--- config.mk ---
export PLATFORM = sky130hd
export DESIGN_NAME = graph_edge_walk_tracker
export DESIGN_NICKNAME = d
export VERILOG_FILES = /design/src/rtl/ewt_pkg.sv /design/src/rtl/ewt_match.sv /design/src/rtl/ewt_edge_mem.sv /design/src/rtl/ewt_ctrl.sv /design/src/rtl/graph_edge_walk_tracker.sv
export SDC_FILE = /design/constraint.sdc
export NUM_CORES = 1
export LEC_CHECK = 0
export ABC_AREA = 0
export ABC_CLOCK_PERIOD_IN_PS = 4600
export BUFFER_PORTS_ARGS = -buffer_cell sky130_fd_sc_hd__buf_2
export CAP_MARGIN = 20
export CORE_AREA = 2 2 242 220
export DETAILED_ROUTE_END_ITERATION = 12
export DIE_AREA = 0 0 244 222
export HOLD_SLACK_MARGIN = 0.02
export MAX_ROUTING_LAYER = met4
export PLACE_DENSITY = 0.71
export SLEW_MARGIN = 30
export SYNTH_ARGS = -nofsm -noshare
export SYNTH_HDL_FRONTEND = slang
export SYNTH_SLANG_ARGS = --single-unit
--- constraint.sdc ---
create_clock -name clk -period 4.6 [get_ports clk]
set_input_delay 0.92 -clock clk [delete_from_list [all_inputs] [get_ports clk]]
set_output_delay 0.92 -clock clk [all_outputs]
set_load 0.05 [all_outputs]
--- src/rtl/ewt_pkg.sv ---
`timescale 1ns / 1ps

package ewt_pkg;

    // Fixed field widths at the ports
    localparam int SLOT_W = 5;
    localparam int NODE_W = 8;
    localparam int KIND_W = 2;
    localparam int WALK_W = 6;
    localparam int ACT_W  = 2;

    // Compare width for slot / count checks (covers counts up to 127)
    localparam int CMP_W  = 7;

    localparam logic [WALK_W-1:0] WALK_MAX = '1;

    typedef enum logic [ACT_W-1:0] {
        ACT_LOAD   = 2'd0,
        ACT_START  = 2'd1,
        ACT_CHOOSE = 2'd2
    } action_t;

    typedef enum logic [KIND_W-1:0] {
        KIND_CAND   = 2'd0,
        KIND_EMPTY  = 2'd1,
        KIND_REJECT = 2'd2
    } kind_t;

    typedef enum logic [2:0] {
        ST_IDLE,
        ST_CHECK,
        ST_SCAN,
        ST_FINISH,
        ST_REJECT
    } state_t;

    // Result of the shared incidence compare
    typedef struct packed {
        logic hit;     // unvisited and touches the node
        logic take_b;  // end_a is the node, so the far end is end_b
    } match_t;

endpackage

--- src/rtl/ewt_match.sv ---
`timescale 1ns / 1ps

module ewt_match #(
    parameter int NW = 8
) (
    input  logic [NW-1:0]       end_a,
    input  logic [NW-1:0]       end_b,
    input  logic [NW-1:0]       node,
    input  logic                visited,
    output ewt_pkg::match_t     res
);

    logic a_eq;
    logic b_eq;

    assign a_eq       = (end_a == node);
    assign b_eq       = (end_b == node);
    assign res.hit    = !visited && (a_eq || b_eq);
    assign res.take_b = a_eq;

endmodule

--- src/rtl/ewt_edge_mem.sv ---
`timescale 1ns / 1ps

module ewt_edge_mem #(
    parameter int DEPTH = 32,
    parameter int AW    = 5,
    parameter int DW    = 16
) (
    input  logic          clk,
    input  logic          wr_en,
    input  logic [AW-1:0] wr_addr,
    input  logic [DW-1:0] wr_data,
    input  logic          rd_en,
    input  logic [AW-1:0] rd_addr,
    output logic [DW-1:0] rd_data
);

    logic [DW-1:0] store_mem [DEPTH];
    logic [DW-1:0] rd_data_reg;

    always_ff @(posedge clk)
    begin
        if (wr_en)
        begin
            store_mem[wr_addr] <= wr_data;
        end
    end

    always_ff @(posedge clk)
    begin
        if (rd_en)
        begin
            rd_data_reg <= store_mem[rd_addr];
        end
    end

    assign rd_data = rd_data_reg;

endmodule

--- src/rtl/ewt_ctrl.sv ---
`timescale 1ns / 1ps

module ewt_ctrl #(
    parameter int MAX_EDGES = 32,
    parameter int NODE_BITS = 8
) (
    input  logic                                clk,
    input  logic                                rst_n,

    input  logic                                in_valid,
    output logic                                in_ready,
    input  logic [ewt_pkg::ACT_W-1:0]           action,
    input  logic [ewt_pkg::SLOT_W-1:0]          edge_slot,
    input  logic [ewt_pkg::NODE_W-1:0]          node_first,
    input  logic [ewt_pkg::NODE_W-1:0]          node_second,

    output logic                                out_valid,
    input  logic                                out_ready,
    output logic [ewt_pkg::KIND_W-1:0]          kind,
    output logic [ewt_pkg::SLOT_W-1:0]          edge_index,
    output logic [ewt_pkg::NODE_W-1:0]          end_a,
    output logic [ewt_pkg::NODE_W-1:0]          end_b,
    output logic [ewt_pkg::NODE_W-1:0]          here_node,
    output logic [ewt_pkg::WALK_W-1:0]          walked_count,
    output logic                                last,

    output logic                                mem_we,
    output logic [$clog2(MAX_EDGES)-1:0]        mem_waddr,
    output logic [2*((NODE_BITS < ewt_pkg::NODE_W) ? NODE_BITS : ewt_pkg::NODE_W)-1:0]
                                                mem_wdata,
    output logic                                mem_re,
    output logic [$clog2(MAX_EDGES)-1:0]        mem_raddr,
    input  logic [2*((NODE_BITS < ewt_pkg::NODE_W) ? NODE_BITS : ewt_pkg::NODE_W)-1:0]
                                                mem_rdata
);

    localparam int IW = $clog2(MAX_EDGES);
    localparam int CW = $clog2(MAX_EDGES + 1);
    localparam int NW = (NODE_BITS < ewt_pkg::NODE_W) ? NODE_BITS : ewt_pkg::NODE_W;
    localparam int XW = ewt_pkg::CMP_W;

    ewt_pkg::state_t            state_reg;
    ewt_pkg::state_t            state_next;

    logic [CW-1:0]              loaded_reg;
    logic [NW-1:0]              here_reg;
    logic [ewt_pkg::WALK_W-1:0] walk_reg;
    logic [MAX_EDGES-1:0]       visited_reg;

    logic [CW-1:0]              issue_reg;
    logic [IW-1:0]              eval_idx_reg;
    logic                       eval_vld_reg;

    logic                       held_vld_reg;
    logic [IW-1:0]              held_idx_reg;
    logic [NW-1:0]              held_a_reg;
    logic [NW-1:0]              held_b_reg;

    logic                       out_valid_reg;
    ewt_pkg::kind_t             out_kind_reg;
    logic [ewt_pkg::SLOT_W-1:0] out_idx_reg;
    logic [ewt_pkg::NODE_W-1:0] out_a_reg;
    logic [ewt_pkg::NODE_W-1:0] out_b_reg;
    logic [ewt_pkg::NODE_W-1:0] out_here_reg;
    logic [ewt_pkg::WALK_W-1:0] out_walk_reg;
    logic                       out_last_reg;

    logic [NW-1:0]              cur_a;
    logic [NW-1:0]              cur_b;
    ewt_pkg::match_t            m;

    logic                       can_push;
    logic [IW-1:0]              slot_idx;
    logic                       slot_fits;
    logic                       slot_loaded;
    logic [XW-1:0]              slot_plus;
    logic                       issue_more;
    logic                       scan_hit;

    logic                       do_load;
    logic                       start_scan;
    logic                       take_choice;
    logic                       choose_acc;
    logic                       scan_adv;
    logic                       hold_new;
    logic                       push;
    logic                       push_held;
    logic                       push_last;
    ewt_pkg::kind_t             push_kind;

    assign cur_a = mem_rdata[2*NW-1:NW];
    assign cur_b = mem_rdata[NW-1:0];

    // Shared incidence compare: choice check and every scan step
    ewt_match #(
        .NW (NW)
    ) u_match (
        .end_a   (cur_a),
        .end_b   (cur_b),
        .node    (here_reg),
        .visited (visited_reg[eval_idx_reg]),
        .res     (m)
    );

    assign can_push    = !out_valid_reg || out_ready;
    assign slot_idx    = IW'(edge_slot);
    assign slot_fits   = XW'(edge_slot) < XW'(MAX_EDGES);
    assign slot_loaded = XW'(edge_slot) < XW'(loaded_reg);
    assign slot_plus   = XW'(edge_slot) + XW'(1);
    assign issue_more  = issue_reg < loaded_reg;
    assign scan_hit    = eval_vld_reg && m.hit;

    assign mem_waddr   = slot_idx;
    assign mem_wdata   = {NW'(node_first), NW'(node_second)};

    assign in_ready    = (state_reg == ewt_pkg::ST_IDLE);

    always_comb
    begin
        state_next  = state_reg;
        mem_we      = 1'b0;
        mem_re      = 1'b0;
        mem_raddr   = eval_idx_reg;
        do_load     = 1'b0;
        start_scan  = 1'b0;
        take_choice = 1'b0;
        choose_acc  = 1'b0;
        scan_adv    = 1'b0;
        hold_new    = 1'b0;
        push        = 1'b0;
        push_held   = 1'b0;
        push_last   = 1'b0;
        push_kind   = ewt_pkg::KIND_CAND;

        case (state_reg)
            ewt_pkg::ST_IDLE:
            begin
                if (in_valid)
                begin
                    case (action)
                        ewt_pkg::ACT_LOAD:
                        begin
                            do_load = slot_fits;
                            mem_we  = slot_fits;
                        end
                        ewt_pkg::ACT_START:
                        begin
                            start_scan = 1'b1;
                            state_next = ewt_pkg::ST_SCAN;
                        end
                        ewt_pkg::ACT_CHOOSE:
                        begin
                            choose_acc = 1'b1;
                            if (slot_loaded)
                            begin
                                mem_re     = 1'b1;
                                mem_raddr  = slot_idx;
                                state_next = ewt_pkg::ST_CHECK;
                            end
                            else
                            begin
                                state_next = ewt_pkg::ST_REJECT;
                            end
                        end
                        default:
                        begin
                        end
                    endcase
                end
            end

            ewt_pkg::ST_CHECK:
            begin
                if (m.hit)
                begin
                    take_choice = 1'b1;
                    state_next  = ewt_pkg::ST_SCAN;
                end
                else
                begin
                    state_next = ewt_pkg::ST_REJECT;
                end
            end

            ewt_pkg::ST_SCAN:
            begin
                // a new hit needs the held one moved out first
                if (!(scan_hit && held_vld_reg && !can_push))
                begin
                    if (scan_hit)
                    begin
                        hold_new  = 1'b1;
                        push      = held_vld_reg;
                        push_held = 1'b1;
                    end
                    if (issue_more)
                    begin
                        mem_re    = 1'b1;
                        mem_raddr = issue_reg[IW-1:0];
                    end
                    scan_adv = 1'b1;
                    if (!eval_vld_reg && !issue_more)
                    begin
                        state_next = ewt_pkg::ST_FINISH;
                    end
                end
            end

            ewt_pkg::ST_FINISH:
            begin
                if (can_push)
                begin
                    push      = 1'b1;
                    push_last = 1'b1;
                    push_held = held_vld_reg;
                    push_kind = held_vld_reg ? ewt_pkg::KIND_CAND : ewt_pkg::KIND_EMPTY;
                    state_next = ewt_pkg::ST_IDLE;
                end
            end

            ewt_pkg::ST_REJECT:
            begin
                if (can_push)
                begin
                    push       = 1'b1;
                    push_last  = 1'b1;
                    push_kind  = ewt_pkg::KIND_REJECT;
                    state_next = ewt_pkg::ST_IDLE;
                end
            end

            default:
            begin
                state_next = ewt_pkg::ST_IDLE;
            end
        endcase
    end

    always_ff @(posedge clk or negedge rst_n)
    begin
        if (!rst_n)
        begin
            state_reg     <= ewt_pkg::ST_IDLE;
            loaded_reg    <= '0;
            here_reg      <= '0;
            walk_reg      <= '0;
            visited_reg   <= '0;
            issue_reg     <= '0;
            eval_vld_reg  <= 1'b0;
            held_vld_reg  <= 1'b0;
            out_valid_reg <= 1'b0;
        end
        else
        begin
            state_reg <= state_next;

            if (do_load)
            begin
                visited_reg[slot_idx] <= 1'b0;
                if (slot_plus > XW'(loaded_reg))
                begin
                    loaded_reg <= CW'(slot_plus);
                end
            end

            if (start_scan)
            begin
                here_reg <= NW'(node_first);
                walk_reg <= '0;
            end

            if (take_choice)
            begin
                visited_reg[eval_idx_reg] <= 1'b1;
                here_reg <= m.take_b ? cur_b : cur_a;
                if (walk_reg != ewt_pkg::WALK_MAX)
                begin
                    walk_reg <= walk_reg + 1'b1;
                end
            end

            if (start_scan || take_choice)
            begin
                issue_reg    <= '0;
                eval_vld_reg <= 1'b0;
                held_vld_reg <= 1'b0;
            end
            else
            begin
                if (scan_adv)
                begin
                    eval_vld_reg <= issue_more;
                    if (issue_more)
                    begin
                        issue_reg <= issue_reg + 1'b1;
                    end
                end
                if (hold_new)
                begin
                    held_vld_reg <= 1'b1;
                end
                else if (push && state_reg == ewt_pkg::ST_FINISH)
                begin
                    held_vld_reg <= 1'b0;
                end
            end

            if (push)
            begin
                out_valid_reg <= 1'b1;
            end
            else if (out_ready)
            begin
                out_valid_reg <= 1'b0;
            end
        end
    end

    // Datapath registers, no reset
    always_ff @(posedge clk)
    begin
        if (choose_acc)
        begin
            eval_idx_reg <= slot_idx;
        end
        else if (scan_adv)
        begin
            eval_idx_reg <= issue_reg[IW-1:0];
        end

        if (hold_new)
        begin
            held_idx_reg <= eval_idx_reg;
            held_a_reg   <= cur_a;
            held_b_reg   <= cur_b;
        end

        if (push)
        begin
            out_kind_reg <= push_kind;
            out_here_reg <= ewt_pkg::NODE_W'(here_reg);
            out_walk_reg <= walk_reg;
            out_last_reg <= push_last;
            if (push_held)
            begin
                out_idx_reg <= ewt_pkg::SLOT_W'(held_idx_reg);
                out_a_reg   <= ewt_pkg::NODE_W'(held_a_reg);
                out_b_reg   <= ewt_pkg::NODE_W'(held_b_reg);
            end
            else
            begin
                out_idx_reg <= '0;
                out_a_reg   <= '0;
                out_b_reg   <= '0;
            end
        end
    end

    assign out_valid    = out_valid_reg;
    assign kind         = out_kind_reg;
    assign edge_index   = out_idx_reg;
    assign end_a        = out_a_reg;
    assign end_b        = out_b_reg;
    assign here_node    = out_here_reg;
    assign walked_count = out_walk_reg;
    assign last         = out_last_reg;

endmodule

--- src/rtl/graph_edge_walk_tracker.sv ---
`timescale 1ns / 1ps

// Edge-walk tracker. Holds a table of up to MAX_EDGES undirected edges, each
// with a visited mark, and a walker that sits on one node. An input word is
// a load (write an edge, clear its mark; no result), a start (place the
// walker, zero the walk count) or a choose (move along one unvisited edge
// that touches the walker's node). After a start or an accepted choose the
// block scans the loaded part of the table in index order and returns one
// word per unvisited incident edge, or a single "no edges left" word; the
// final word of each listing has last set. A rejected choose returns one
// reject word and changes nothing. A start or an accepted choose holds the
// block until its listing is done; the scan reads one table entry per cycle,
// unless a slow consumer stalls it, through the single read port of the edge
// memory and tests it on the one shared compare unit. Only one word is
// worked on at a time, and in_ready is high only between words. The
// finished result sits in an output register, so the next input word can
// be taken while it waits. Node values are kept to their low NODE_BITS bits.
// The edge memory is not cleared at reset; the user must load an entry
// before it is read, and the block itself does not enforce this.
module graph_edge_walk_tracker #(
    parameter int MAX_EDGES = 32,
    parameter int NODE_BITS = 8
) (
    input  logic                        clk,
    input  logic                        rst_n,

    input  logic                        in_valid,
    output logic                        in_ready,
    input  logic [ewt_pkg::ACT_W-1:0]   action,
    input  logic [ewt_pkg::SLOT_W-1:0]  edge_slot,
    input  logic [ewt_pkg::NODE_W-1:0]  node_first,
    input  logic [ewt_pkg::NODE_W-1:0]  node_second,

    output logic                        out_valid,
    input  logic                        out_ready,
    output logic [ewt_pkg::KIND_W-1:0]  kind,
    output logic [ewt_pkg::SLOT_W-1:0]  edge_index,
    output logic [ewt_pkg::NODE_W-1:0]  end_a,
    output logic [ewt_pkg::NODE_W-1:0]  end_b,
    output logic [ewt_pkg::NODE_W-1:0]  here_node,
    output logic [ewt_pkg::WALK_W-1:0]  walked_count,
    output logic                        last
);

    // Table index and stored node widths
    localparam int IW = $clog2(MAX_EDGES);
    localparam int NW = (NODE_BITS < ewt_pkg::NODE_W) ? NODE_BITS : ewt_pkg::NODE_W;
    localparam int MW = 2 * NW;

    logic          mem_we;
    logic [IW-1:0] mem_waddr;
    logic [MW-1:0] mem_wdata;
    logic          mem_re;
    logic [IW-1:0] mem_raddr;
    logic [MW-1:0] mem_rdata;

    // Sequencer: decode, choice check, scan, result register
    ewt_ctrl #(
        .MAX_EDGES (MAX_EDGES),
        .NODE_BITS (NODE_BITS)
    ) u_ctrl (
        .clk          (clk),
        .rst_n        (rst_n),
        .in_valid     (in_valid),
        .in_ready     (in_ready),
        .action       (action),
        .edge_slot    (edge_slot),
        .node_first   (node_first),
        .node_second  (node_second),
        .out_valid    (out_valid),
        .out_ready    (out_ready),
        .kind         (kind),
        .edge_index   (edge_index),
        .end_a        (end_a),
        .end_b        (end_b),
        .here_node    (here_node),
        .walked_count (walked_count),
        .last         (last),
        .mem_we       (mem_we),
        .mem_waddr    (mem_waddr),
        .mem_wdata    (mem_wdata),
        .mem_re       (mem_re),
        .mem_raddr    (mem_raddr),
        .mem_rdata    (mem_rdata)
    );

    // Endpoint table: {end_a, end_b} per entry, registered read
    ewt_edge_mem #(
        .DEPTH (MAX_EDGES),
        .AW    (IW),
        .DW    (MW)
    ) u_edge_mem (
        .clk     (clk),
        .wr_en   (mem_we),
        .wr_addr (mem_waddr),
        .wr_data (mem_wdata),
        .rd_en   (mem_re),
        .rd_addr (mem_raddr),
        .rd_data (mem_rdata)
    );

endmodule

# Word level (Yosys, flattened, before mapping)
# Memories as Yosys holds them, arrays and structs flattened. A register that Yosys moved wholly into a read port is not among the register bits.
# Cells that the tools add are included.
[totals] reg_bits=128 mem_count=1 mem_bits_rw=512 output_inout_bits=40 word_cells=150 input_bits=27
[memory_table] name="u_edge_mem.store_mem" depth=32 word_bits=16 rd=1 rd_clocked_by_memory_dff=1 write_ports=1 line_no="ewt_edge_mem.sv:17" text="logic [DW-1:0] store_mem [DEPTH];"
[classes] reduce_logical=28 order_cmp=7 muxes=74 bitwise=3 n_eq_ne=14 n_addsub=3
[op_table] operator="2-to-1 mux 32 bit" n=2
[op_table] operator="2-to-1 mux 1 bit" n=38
[op_table] operator="2-to-1 mux 6 bit" n=6
[op_table] operator="2-to-1 mux 5 bit" n=7
[op_table] operator="AND 32 bit" n=1
[op_table] operator="NOT 32 bit" n=1
[op_table] operator="bitwise OR 32 bit" n=1
[op_table] operator="2-to-1 mux 8 bit" n=3
[op_table] operator="2-to-1 mux 3 bit" n=6
[op_table] operator="== test 8 bit" n=2
[op_table] operator="adder 6 x 1 -> 6 bit, second input constant" n=2
[op_table] operator="< comparator 5 x 6 -> 1 bit, second input constant" n=2
[op_table] operator="one-hot mux 3 bit (4 select lines)" n=1
[op_table] operator="demux 1 bit (select 5 bit)" n=2
[op_table] operator=">= comparator 5 x 1 -> 1 bit, second input constant" n=2
[op_table] operator="one-hot mux 5 bit (2 select lines)" n=1
[op_table] operator="nonzero test 2 bit" n=5
[op_table] operator="logical AND 1 bit" n=8
[op_table] operator="greater-than comparator 7 x 6 -> 1 bit" n=1
[op_table] operator="adder 5 x 1 -> 6 bit, second input constant" n=1
[op_table] operator="== test 3 x 2 -> 1 bit, second input constant" n=2
[op_table] operator="< comparator 5 x 6 -> 1 bit" n=1
[op_table] operator="< comparator 6 bit" n=1
[op_table] operator="!= test 6 bit, second input constant" n=1
[op_table] operator="other kinds (20)" n=32

# Longest topological paths before layout
[logic_depth] ltp_word=13 mapped_depth=17 depth_no_buf=13

# By module
# From an unflattened synthesis, not the netlist that was laid out.
[hier_totals] cells_unflattened=1711 hier_area_um2=27186.1
[by_module_without_submodules] module="ewt_edge_mem" seq_area_each_um2=15855.2 cells_per_inst=1143 instances=1 area_per_inst_um2=20694.8
[by_module_without_submodules] module="ewt_ctrl" seq_area_each_um2=3523.4 cells_per_inst=544 instances=1 area_per_inst_um2=6301.0
[by_module_without_submodules] module="ewt_match" seq_area_each_um2=0.0 cells_per_inst=24 instances=1 area_per_inst_um2=190.2

# Least setup slack after synthesis
# Ideal clock, no wire load.
[synth_path] path_kind="input -> register" from="input edge_slot[2] in the netlist's numbering" to="register u_edge_mem.rd_data_reg[10] (netlist: u_edge_mem.rd_data[10]), read port of u_edge_mem.store_mem (data pin)" cell_stages=13 path_buffers=1 arrival_time_ns=3.616 required_time_ns=4.334 path_slack_ns=0.718 setup_ns=0.266 cell_sequence="ha_1 > o21ai_0 > a21oi_1 > o31ai_1 > a21oi_1 > nor2_1 > a21oi_1 > a221oi_2 > nand3_1 > clkbuf_1 > a311o_1 > o22a_1 > nor4bb_1"
[synth_between] elab_chain_len=5 elab_cells_between_ends=9 classes_between="order compare (1); mux (8)"
[synth_lines] element="start: declaration" line_no="graph_edge_walk_tracker.sv:30" text="input logic [ewt_pkg::SLOT_W-1:0] edge_slot,"
[synth_lines] element="< comparator 5 x 6 -> 1 bit" line_no="ewt_ctrl.sv:108" text="assign slot_loaded = XW'(edge_slot) < XW'(loaded_reg);"
[synth_lines] element="2-to-1 mux 5 bit or 2-to-1 mux 1 bit (tied branches)" line_no="ewt_ctrl.sv:154" text="if (slot_loaded)"
[synth_lines] element="2-to-1 mux 5 bit or 2-to-1 mux 1 bit (tied branches)" line_no="ewt_ctrl.sv:140" text="case (action)"
[synth_lines] element="2-to-1 mux 5 bit or 2-to-1 mux 1 bit (tied branches)" line_no="ewt_ctrl.sv:138" text="if (in_valid)"
[synth_lines] element="one-hot mux 5 bit (2 select lines) or one-hot mux 1 bit (2 select lines) (tied branches)" line_no="ewt_ctrl.sv:135" text="case (state_reg)"
[synth_lines] element="end: declaration" line_no="ewt_edge_mem.sv:18" text="logic [DW-1:0] rd_data_reg;"
# Parallel ways exist; a longest one is shown, timed or not.
# A chain may end at the register's enable or synchronous reset.

# Worst setup path after layout
[layout_path] from="register u_ctrl.eval_idx_reg[3]" to="register u_edge_mem.rd_data_reg[8] (netlist: u_edge_mem.rd_data[8]), read port of u_edge_mem.store_mem (data pin)"
[layout_between] elab_chain_len=9 elab_cells_between_ends=15 classes_between="mux (10); reduce/logical (5)"
[layout_lines] element="start: declaration" line_no="ewt_ctrl.sv:51" text="logic [IW-1:0] eval_idx_reg;"
[layout_lines] element="start signal: assignment" line_no="ewt_ctrl.sv:324" text="eval_idx_reg <= slot_idx;"
[layout_lines] element="start signal: assignment" line_no="ewt_ctrl.sv:328" text="eval_idx_reg <= issue_reg[IW-1:0];"
[layout_lines] element="binary-select mux 1 bit (select 5 bit)" line_no="ewt_ctrl.sv:101" text=".visited (visited_reg[eval_idx_reg]),"
[layout_lines] element="2-to-1 mux 1 bit (not written as such)" line_no="ewt_ctrl.sv:101"
[layout_lines] element="zero test 1 bit" line_no="ewt_match.sv:18" text="assign res.hit = !visited && (a_eq || b_eq);"
[layout_lines] element="logical AND 1 bit" line_no="ewt_match.sv:18"
[layout_lines] element="logical AND 1 bit" line_no="ewt_ctrl.sv:111" text="assign scan_hit = eval_vld_reg && m.hit;"
[layout_lines] element="logical AND 1 bit (2 in series)" line_no="ewt_ctrl.sv:188" text="if (!(scan_hit && held_vld_reg && !can_push))"
[layout_lines] element="2-to-1 mux 5 bit or 2-to-1 mux 1 bit (tied branches)" line_no="ewt_ctrl.sv:188"
[layout_lines] element="one-hot mux 5 bit (2 select lines) or one-hot mux 1 bit (2 select lines) (tied branches)" line_no="ewt_ctrl.sv:135"
# Parallel ways exist; a longest one is shown, timed or not. The select of a mux whose other input is x is not followed.

==> metrics list <==
* Detailed placement HPWL: between 40000 and 50000 µm
- Routability-driven placement finished with a final weighted congestion of around 0.91.
- Leaving out fill and tap cells, the most frequent cell in the layout is edfxtp_1.
* Number of flip-flops in the largest register: 512
- Initial detailed-routing violation count: around 1.9k
* Clock root buffer: clkbuf_16
* Total design power: roughly 0.021 W
* # setup viols final: 0
- The largest single stage delay on the critical path is 0.78 ns.
- Antenna Nets Post-Route: 0
* Count of flip-flops with a built-in enable after synthesis: between 500 and 600
* Min Tclk post-route: about 4.4 ns
- By area the synthesized netlist is led by edfxtp_1 (66%), mux2i_1 (7.6%), dfrtp_1 (5.9%).
- Layout area overhead: 13.91%
- Worst slew margin relative to its limit: between 40 and 50%
* RSZ-0062 raised after global routing: no
- Once placement completed, the tool counted placed cells totaling 2587.
- The die covers 54170 µm².
- Yosys top cell area share: 65.77%
- Total core area: slightly above 50000 µm²
- The number of cells on the worst reg-to-reg path is 13.
- For this design, the slowest cell found on the critical path is o32ai_1.
- Routed signal wires occupy layers up through met4.
* Final standard cell count with taps included and fillers excluded: roughly 2.7k
* First-pass iteration count of the detailed router: 5
- Commonest cells after routing, fill and taps aside: edfxtp_1 (592), mux2i_1 (206), nand2_1 (167), buf_4 (116), nand3_1 (98)
- Clock Latency Late Sink: about 0.63 ns
- Final net count: 2014
- Area used by multi-input combinational logic: 7127 µm²
- Synth Net Count: 1859
- STA classifies the critical path startpoint as a flip-flop.
- TritonCTS built the clock tree.
- First-pass GRT wire length: 102800 µm
- The number of pins with negative max-slew slack in the final report is 0.
- Number of antenna violations at the first check in global routing: 8
- In the routed layout, each cell is associated on average with a via count of 6.167.
* Crit path required time: around 4.9 ns
* Worst setup path category: flip-flop to flip-flop
- Synthesized netlist cell count: roughly 1.8k
- Fillers: 3774
* Die W: roughly 240 µm
- At the placement stage, the worst setup path has a slack of 0.005794 ns.
- Summing over every cut layer, the via total after detailed routing is 16.66k.
- Summing every instance area after synthesis gives 27030 µm².
* Remaining DRCs: 0
* Met1 routed wirelength after detailed routing: 28590 µm
* Critical path data arrival time: 4.70 ns
- Number of placement rows: 79
- Via count of the first global-routing pass: 16.27k
- Worst-case clock skew: between 0.02 and 0.025 ns
- In this run the power density over the cells is 677.0 nW/µm².
- Sinks on Clock Net: 656
- Final hold analysis gives a worst-case slack of between 0.3 and 0.4 ns.
* All-Layer GR Usage: 26.16%
- Post-synthesis cell type count: 61
- The cell that appears most often on the critical path is buf_12.
* Pin count of the biggest net entering global routing: 44
- Leakage power figure: roughly 11 nW
* Seq. cell area: about 19000 µm²
- Max cap viols: 0
- Effective utilization at floorplan: 52.48%
- Endpoints failing hold: 0
* IR Drop Worst-Case VDD: 426.8 µV
- Chip Height: approximately 220 µm
- Yosys warning total: 0
- Number of I/O pins: 67
- Crit path buf inv count: 3
- Biggest fanout along the worst timing path: 16
* Share of layout cells above drive strength 1: 16.03%
- Critical path capture point type: flip-flop
- Amount of wire on met3 after detailed routing: roughly 6600 µm
- Synthesis inferred around 660 register bits.
- In the final timing run, aggregate negative setup slack is 0 ns.
* Dominant register cell in the synthesized netlist: edfxtp_1
- Hold bufs inserted after CTS: 0
* Worst-case setup margin in the final layout: 0.2253 ns
* Async SR Flop Fraction: 9.756%
- After synthesis, flip-flops and latches occupy 71.70% of the total area.
- Averaged over all synthesized cells, the footprint is 14.96 µm².
* Fmax: 228.6 MHz
* Run status: completed
* Overflow left after global routing: 0
- In this run the number of cells on the critical path is 13.
- CTS built an H-tree with a depth of 2.
- The longest clock path from root to sink contains 3 buffers.
- Clock-pin slew of the registers on the worst-case setup and hold paths: 0.06 ns
- Pin slew with the least headroom to its limit: 0.8794 ns
* Kind of cell adding the most delay to the critical path: simple AND/OR/NAND/NOR gates
- Class of the tightest hold or removal check: input port to asynchronous set/reset pin
* Routed Wire Length: 68450 µm
* Mean routed wirelength per cell: 25.33 µm
- Crit path cell chain: or3b_1 > o221ai_1 > o21ai_0 > buf_4 > and3_1 > and4_4 > nor2_1 > a221oi_2 > buf_12 > or3_1 > buf_12 > o32ai_1 > nor4bb_1
- Final cycle utilization of the critical path: 95.10%
- In this run the tool buffered the top-level ports with 66 buffer cells.
- Biggest area consumer among synthesized cells: edfxtp_1
- Summed over all nets, wire length on met2 after detailed routing comes to 31580 µm.
- Number of buffers added by the clock tree synthesis step: 61
-- metrics by stage --
stage,instance area [µm²],utilization (%)
floorplan,27030,-
global placement,28920,56.16
detailed placement,28920,56.16
CTS,30760,59.74
global route,30790,59.78
finish,30790,59.78
-- cell usage after synthesis (11+ instances only) --
master / n
buf_2: 26
edfxtp_1: 592
nor2_1: 77
o211ai_1: 15
and3_1: 26
nor3_1: 11
inv_1: 17
nand2_1: 168
o32ai_1: 14
o22ai_1: 19
a21oi_1: 72
ha_1: 25
dfrtp_1: 64
nand3_1: 99
buf_4: 13
clkbuf_1: 56
a221o_1: 13
and2_1: 26
a311o_1: 14
mux2i_1: 206
xor2_1: 11
o21ai_0: 88
xnor2_1: 14
o22a_1: 28
-- cell type report --
class | instances | area share [%]
Clock inverter | 18 | 0.4023
Timing Repair Buffer | 197 | 4.877
Tap cell | 688 | 2.796
Inverter | 17 | 0.2073
Multi-Input combinational cell | 1029 | 23.15
Antenna cell | 5 | 0.04064
Clock buffer | 92 | 5.584
Sequential cell | 656 | 62.94
-- power breakdown --
| part | total, W | switching [W] | internal [W] |
|---|---|---|---|
| Combinational | 0.00863 | 0.00515 | 0.00349 |
| Clock | 0.00474 | 0.00212 | 0.00262 |
| Sequential | 0.00747 | 0.000422 | 0.00705 |
-- routing by layer --
| layer | vias up | track usage (%) |
|---|---|---|
| met4 | 0 | 7.750 |
| li1 | 7261 | - |
| met1 | 8378 | 37.00 |
| met2 | 914 | 38.89 |
| met5 | - | - |
| met3 | 111 | 4.938 |
-- repair_timing --
action,CTS,global route
buffers inserted,0,0
setup endpoints to repair,0,2
gates resized for setup,0,2
-- path summary, 6_finish.rpt --
path                                        start               endpoint  slack [ns]
max                        u_ctrl.eval_idx_reg[3]  u_edge_mem.rd_data[8]        0.23
min                                         rst_n  u_ctrl.visited_reg[5]        0.38
max reg2reg                u_ctrl.eval_idx_reg[3]  u_edge_mem.rd_data[8]        0.23
min reg2reg                 u_ctrl.visited_reg[6]  u_ctrl.visited_reg[6]        0.51
max in group asynchronous                   rst_n     u_ctrl.here_reg[1]        3.26
min in group clk            u_ctrl.visited_reg[6]  u_ctrl.visited_reg[6]        0.51
-- kinds of logic after synthesis --
group / after synthesis / synth area share, %
xor gates and xnor gates: 25 / 0.8101
DFF: 656 / 71.70
adders and majority gates: 25 / 1.157
and+or+nand+nor: 466 / 8.361
AOI/OAI and AO/OA: 291 / 7.116
buffers and inverters: 122 / 2.143
muxes: 222 / 8.713
Note: power is estimated with default switching activity, not from simulation.
